==> config.mk <==
export PLATFORM = sky130hd
export DESIGN_NAME = wsop_ctrl
export DESIGN_NICKNAME = d
export VERILOG_FILES = /design/src/rtl/wsop_pkg.sv /design/src/rtl/wsop_ctrl.sv
export SDC_FILE = /design/constraint.sdc
export NUM_CORES = 1
export LEC_CHECK = 0
export BUFFER_PORTS_ARGS = -buffer_cell sky130_fd_sc_hd__buf_2
export CAP_MARGIN = 20
export CORE_AREA = 2 2 39 41
export CTS_CLUSTER_SIZE = 24
export DETAILED_ROUTE_END_ITERATION = 6
export DIE_AREA = 0 0 41 43
export PLACE_DENSITY = 0.44
export SYNTH_ARGS = -nofsm -noshare
export SYNTH_HDL_FRONTEND = slang
export SYNTH_SLANG_ARGS = --single-unit
==> constraint.sdc <==
create_clock -name clk_i -period 3.18 [get_ports clk_i]
set_clock_uncertainty 0.05 [all_clocks]
set_input_delay 0.636 -clock clk_i [delete_from_list [all_inputs] [get_ports clk_i]]
set_output_delay 0.636 -clock clk_i [all_outputs]
set_load 0.01 [all_outputs]
==> src/rtl/wsop_pkg.sv <==
// Shared types, constants and tables for the waypoint steering block.
package wsop_pkg;

  localparam int unsigned NumWatched = 13;
  localparam int unsigned NumLeft    = 7;
  localparam int unsigned MaxSteps   = 24;

  localparam logic [2:0] RegCruise    = 3'd0;
  localparam logic [2:0] RegRadius    = 3'd1;
  localparam logic [2:0] RegThreshold = 3'd2;
  localparam logic [2:0] RegOffset    = 3'd3;
  localparam logic [2:0] RegGain      = 3'd4;

  localparam logic [15:0] ResetCruise    = 16'd307;
  localparam logic [15:0] ResetRadius    = 16'd1024;
  localparam logic [15:0] ResetThreshold = 16'd1024;
  localparam logic [15:0] ResetOffset    = 16'd2048;
  localparam logic [9:0]  ResetGain      = 10'd128;

  // Q10 radians per binary-angle unit, times 2^16
  localparam logic [12:0] RadScale = 13'd6434;

  // controller -> datapath
  typedef struct packed {
    logic load;    // capture pose and start
    logic prep;    // form squared distance and quadrant fold
    logic step;    // one CORDIC iteration
    logic angle;   // heading error
    logic scale;   // magnitude to radians
    logic sum;     // accumulate one beam slot
    logic push;    // gain multiply
    logic finish;  // combine and saturate
  } wsop_cmd_t;

  // datapath -> controller
  typedef struct packed {
    logic steps_done;
    logic sum_done;
  } wsop_sts_t;

  function automatic logic [31:0] atan_turn(input logic [4:0] i);
    logic [31:0] r;
    unique case (i)
      5'd0:  r = 32'h20000000;
      5'd1:  r = 32'h12E4051E;
      5'd2:  r = 32'h09FB385B;
      5'd3:  r = 32'h051111D4;
      5'd4:  r = 32'h028B0D43;
      5'd5:  r = 32'h0145D7E1;
      5'd6:  r = 32'h00A2F61E;
      5'd7:  r = 32'h00517C55;
      5'd8:  r = 32'h0028BE53;
      5'd9:  r = 32'h00145F2F;
      5'd10: r = 32'h000A2F98;
      5'd11: r = 32'h000517CC;
      5'd12: r = 32'h00028BE6;
      5'd13: r = 32'h000145F3;
      5'd14: r = 32'h0000A2FA;
      5'd15: r = 32'h0000517D;
      5'd16: r = 32'h000028BE;
      5'd17: r = 32'h0000145F;
      5'd18: r = 32'h00000A30;
      5'd19: r = 32'h00000518;
      5'd20: r = 32'h0000028C;
      5'd21: r = 32'h00000146;
      5'd22: r = 32'h000000A3;
      5'd23: r = 32'h00000051;
      default: r = 32'h0;
    endcase
    return r;
  endfunction

  // beam number to watched slot; valid flag in bit 4
  function automatic logic [4:0] slot_of(input logic [8:0] beam);
    logic [4:0] r;
    unique case (beam)
      9'd180: r = {1'b1, 4'd0};
      9'd210: r = {1'b1, 4'd1};
      9'd240: r = {1'b1, 4'd2};
      9'd270: r = {1'b1, 4'd3};
      9'd300: r = {1'b1, 4'd4};
      9'd330: r = {1'b1, 4'd5};
      9'd360: r = {1'b1, 4'd6};
      9'd175: r = {1'b1, 4'd7};
      9'd145: r = {1'b1, 4'd8};
      9'd115: r = {1'b1, 4'd9};
      9'd85:  r = {1'b1, 4'd10};
      9'd55:  r = {1'b1, 4'd11};
      9'd25:  r = {1'b1, 4'd12};
      default: r = 5'd0;
    endcase
    return r;
  endfunction

endpackage

==> src/rtl/wsop_ctrl.sv <==
// Sequencer for one pose beat: arrival test, CORDIC, beam sum, combine.
module wsop_ctrl (
  input  logic                clk_i,
  input  logic                rst_ni,
  input  logic                start_i,
  input  logic                out_free_i,
  input  wsop_pkg::wsop_sts_t sts_i,
  output wsop_pkg::wsop_cmd_t cmd_o,
  output logic                busy_o,
  output logic                done_o
);
  import wsop_pkg::*;

  typedef enum logic [3:0] {
    StIdle, StPrep, StCordic, StAngle, StScale, StSum, StPush, StFinish, StWait
  } state_e;

  state_e state_q;

  always_comb begin
    cmd_o        = '0;
    cmd_o.load   = start_i && state_q == StIdle;
    cmd_o.prep   = state_q == StPrep;
    cmd_o.step   = state_q == StCordic;
    cmd_o.angle  = state_q == StAngle;
    cmd_o.scale  = state_q == StScale;
    cmd_o.sum    = state_q == StSum;
    cmd_o.push   = state_q == StPush;
    cmd_o.finish = state_q == StWait && out_free_i;
  end

  assign busy_o = state_q != StIdle;
  assign done_o = cmd_o.finish;

  always_ff @(posedge clk_i or negedge rst_ni) begin
    if (!rst_ni) begin
      state_q <= StIdle;
    end else begin
      unique case (state_q)
        StIdle:   if (start_i) state_q <= StPrep;
        StPrep:   state_q <= StCordic;
        StCordic: if (sts_i.steps_done) state_q <= StAngle;
        StAngle:  state_q <= StScale;
        StScale:  state_q <= StSum;
        StSum:    if (sts_i.sum_done) state_q <= StPush;
        StPush:   state_q <= StFinish;
        StFinish: state_q <= StWait;
        StWait:   if (out_free_i) state_q <= StIdle;
        default:  state_q <= StIdle;
      endcase
    end
  end
endmodule

==> results_dict.tcl <==
set metrics [dict create \
    most_used_standard_cell_by_instance_count_after_synthesis "sky130_fd_sc_hd__nor2_1" \
    clkLatencyLatePin_ps 230 \
    cts_htree_levels 1 \
    ctsLongestPathBuffers 2 \
    grt_use_total_pct 9.56 \
    routabilityCongestion 0.658 \
    synthFlopType "sky130_fd_sc_hd__dfrtp_1" \
    path_class "flop to output pin" \
    top_register "state_q" \
    timing.final.crit_share_pct 61.3 \
    worstPathRequired_ps 2490 \
    grt_setup_unrepaired "no" \
    layout.nets 58 \
    critical_path.slowest_cell "sky130_fd_sc_hd__dfrtp_1" \
    finalSetupViolCount 0 \
    avgSynthCellArea_sq_um 8.54 \
    timing_max_transition_violations_final 0 \
    drcViolationCount 0 \
    top_level_ports 16 \
    clockPowerShare_pct 16.1 \
    antenna_nets_post_route 0 \
    area_growth_syn_to_layout_pct 31.4 \
    worst_slew_pin_slew_ps 394 \
    port_buffers 15 \
    rrSetupSlack_ps 2070 \
    drive_gt1_share_pct 46.0 \
    register_area_sq_um 100 \
    timing.critical_path.cells "nor2_1 > nand3b_1 > nor2_1 > buf_2" \
    post_cts.repair.setup_buffers 0 \
    netlist_instances 35 \
    finalWorstPathRequiredPeriod_ps 1950 \
    wl_um 677 \
    status "finished, final reports clean" \
    crit_family "simple AND/OR/NAND/NOR gates" \
    die-width_um 41 \
    cts-resized-gates 0 \
    worst-endpoint-arrival_ps 1260 \
    placed_area_sq_um 370 \
    post-synth-top-area-fraction_pct 33.5 \
    ys_async_sr_fraction_pct 100 \
    synth_seq_cells 4 \
    hold_path.class "input pin to asynchronous set/reset pin" \
    synth_edf_count 0 \
    routedWlPerCell_um 10.3 \
    fp.dieArea_sq_um 1760 \
    sequentialPowerShare_pct 32.5 \
    fmax_mhz 513 \
    clk_transition_reported_paths_ps 40 \
    initial_antenna_violation_count 0 \
    clock-sinks 4 \
    postSynthNetCount 41 \
    finalSetupTns_ps 0 \
    vias_in_the_first_global_route 280 \
    power.combinational.fraction_pct 51.4 \
    synth.yosys.warnings 0 \
    start_util_pct 21.6 \
    n_fill_cell 165 \
    numCtsBuffers 3 \
    crit_path_start_kind "flop" \
    cts_hold_repair.buffers 0 \
    critPathMostFrequentCell "sky130_fd_sc_hd__nor2_1" \
    p_leak_nw 0.212 \
    synth.top_cells.by_count "sky130_fd_sc_hd__nor2_1, sky130_fd_sc_hd__dfrtp_1, sky130_fd_sc_hd__nor3_1, sky130_fd_sc_hd__nand2b_1, sky130_fd_sc_hd__nand2b_4" \
    avgViaCountPerCell 4.29 \
    p_total_mw 0.395 \
    timing.critical_path.to_type "output pin" \
    leading_registers_by_flop_count "state_q (4)" \
    p_per_area_nw_per_um2 1010 \
    flip_flop_count_of_the_largest_register_after_layout 4 \
    die-height_um 43 \
    routed-via-count 283 \
    power.switching_fraction_pct 43.9 \
    synth.lib_cells_used.distinct 17 \
    finish.utilization_pct 28.4 \
    power.net_switching_mw 0.174 \
    grt_pass1_wl_um 1100 \
    detailedRoute.firstPassIterationCount 3 \
    coreArea_sq_um 1380 \
    finalWorstSetupSlack_ps 1230 \
    yosysSeqAreaShare_pct 33.5 \
    final_cell_area_sq_um 393 \
    crit_path_max_fanout 7 \
    critPathBufInv 1 \
    ys_top_cells_by_area "sky130_fd_sc_hd__dfrtp_1, sky130_fd_sc_hd__nand2b_4, sky130_fd_sc_hd__nor2_1" \
    worst_ir_drop_vdd_mv 0.208 \
    grt_remaining_overflow 0 \
    cell_internal_pwr_mw 0.221 \
    critical-path-max-stage-delay_ps 440 \
    report.final.hold_viol_count 0 \
    cts_tree "built" \
    maxCapViolations 0 \
    num_antenna_cells 0 \
    dp.final_hpwl_um 512 \
    largest_area_contributor_in_the_netlist "sky130_fd_sc_hd__dfrtp_1" \
    dp_worst_setup_slack_ps 1480 \
    rows 14 \
    grt_start_max_net_pins 10 \
    clock-root-buffer "sky130_fd_sc_hd__clkbuf_4" \
    worst_slew_margin_relative_to_its_limit_pct 73.7 \
    synth.cell_area_sq_um 299 \
    area_of_combinational_cells_with_multiple_inputs_sq_um 171 \
    detailedRoute.firstIterationViolations 6 \
]
-- logic make-up after synthesis --
logic type / count (synthesis) / synth area share, %
AOI/OAI and AO/OA: 5 / 11.7
and+or+nand+nor: 21 / 42.7
xor gates and xnor gates: 1 / 2.93
buffers and inverters: 4 / 9.20
DFF: 4 / 33.5
-- area by class of cell --
type	instances	area share, %
clock buffer	3	5.73
inverter	1	0.955
multi-input combinational	27	43.6
sequential	4	25.5
tap	16	5.10
timing repair buffer	15	19.1
-- metal layers --
layer	up-vias	share of wire [%]	global-route usage (%)
li1	145	-	-
met1	127	44	11.3
met2	9	47	12.8
met3	2	7.1	2.09
met4	0	2.1	10.0
met5	-	0	0
-- per-stage QoR --
step,hold WS [ps],instances
2_1_floorplan,290,35
3_3_place_gp,398,63
3_5_place_dp,395,63
4_1_cts,144,66
5_1_grt,144,66
6_report,146,66
-- power groups by stage --
stage	logic, mW	registers [mW]	clock network, mW
floorplan	0.191	0.0940	0
global placement	0.209	0.128	0
detailed placement	0.207	0.129	0
CTS	0.208	0.129	0.0662
global route	0.231	0.137	0.0712
finish	0.203	0.128	0.0635
-- placed cells by master, fill, tap and decap left out --
| cell type | n |
|---|---|
| sky130_fd_sc_hd__dfrtp_1 | 4 |
| sky130_fd_sc_hd__inv_1 | 1 |
| sky130_fd_sc_hd__and3_1 | 1 |
| sky130_fd_sc_hd__nand3b_1 | 1 |
| sky130_fd_sc_hd__nand2_1 | 2 |
| sky130_fd_sc_hd__nand2b_1 | 3 |
| sky130_fd_sc_hd__nor3_1 | 4 |
| sky130_fd_sc_hd__a21oi_2 | 1 |
| sky130_fd_sc_hd__buf_2 | 15 |
| sky130_fd_sc_hd__nor2_1 | 7 |
| sky130_fd_sc_hd__o21ba_2 | 1 |
| sky130_fd_sc_hd__a21oi_1 | 2 |
| sky130_fd_sc_hd__o22ai_1 | 1 |
| sky130_fd_sc_hd__nand2b_4 | 3 |
| sky130_fd_sc_hd__clkbuf_4 | 3 |
| sky130_fd_sc_hd__xor2_1 | 1 |
-- path summary, 6_finish.rpt --
| path | endpoint | cells past startpoint | from |
|---|---|---|---|
| max | cmd_o[0] | 4 | state_q[1]$_DFFE_PN0P_ |
| min | state_q[2]$_DFFE_PN0P_ | 1 | rst_ni |
| max reg2reg | state_q[0]$_DFFE_PN0P_ | 3 | state_q[2]$_DFFE_PN0P_ |
| min reg2reg | state_q[1]$_DFFE_PN0P_ | 1 | state_q[3]$_DFFE_PN0P_ |
| max in group asynchronous | state_q[0]$_DFFE_PN0P_ | 1 | rst_ni |
| min in group clk_i | state_q[1]$_DFFE_PN0P_ | 1 | state_q[3]$_DFFE_PN0P_ |
Note: power is estimated with default switching activity, not from simulation.
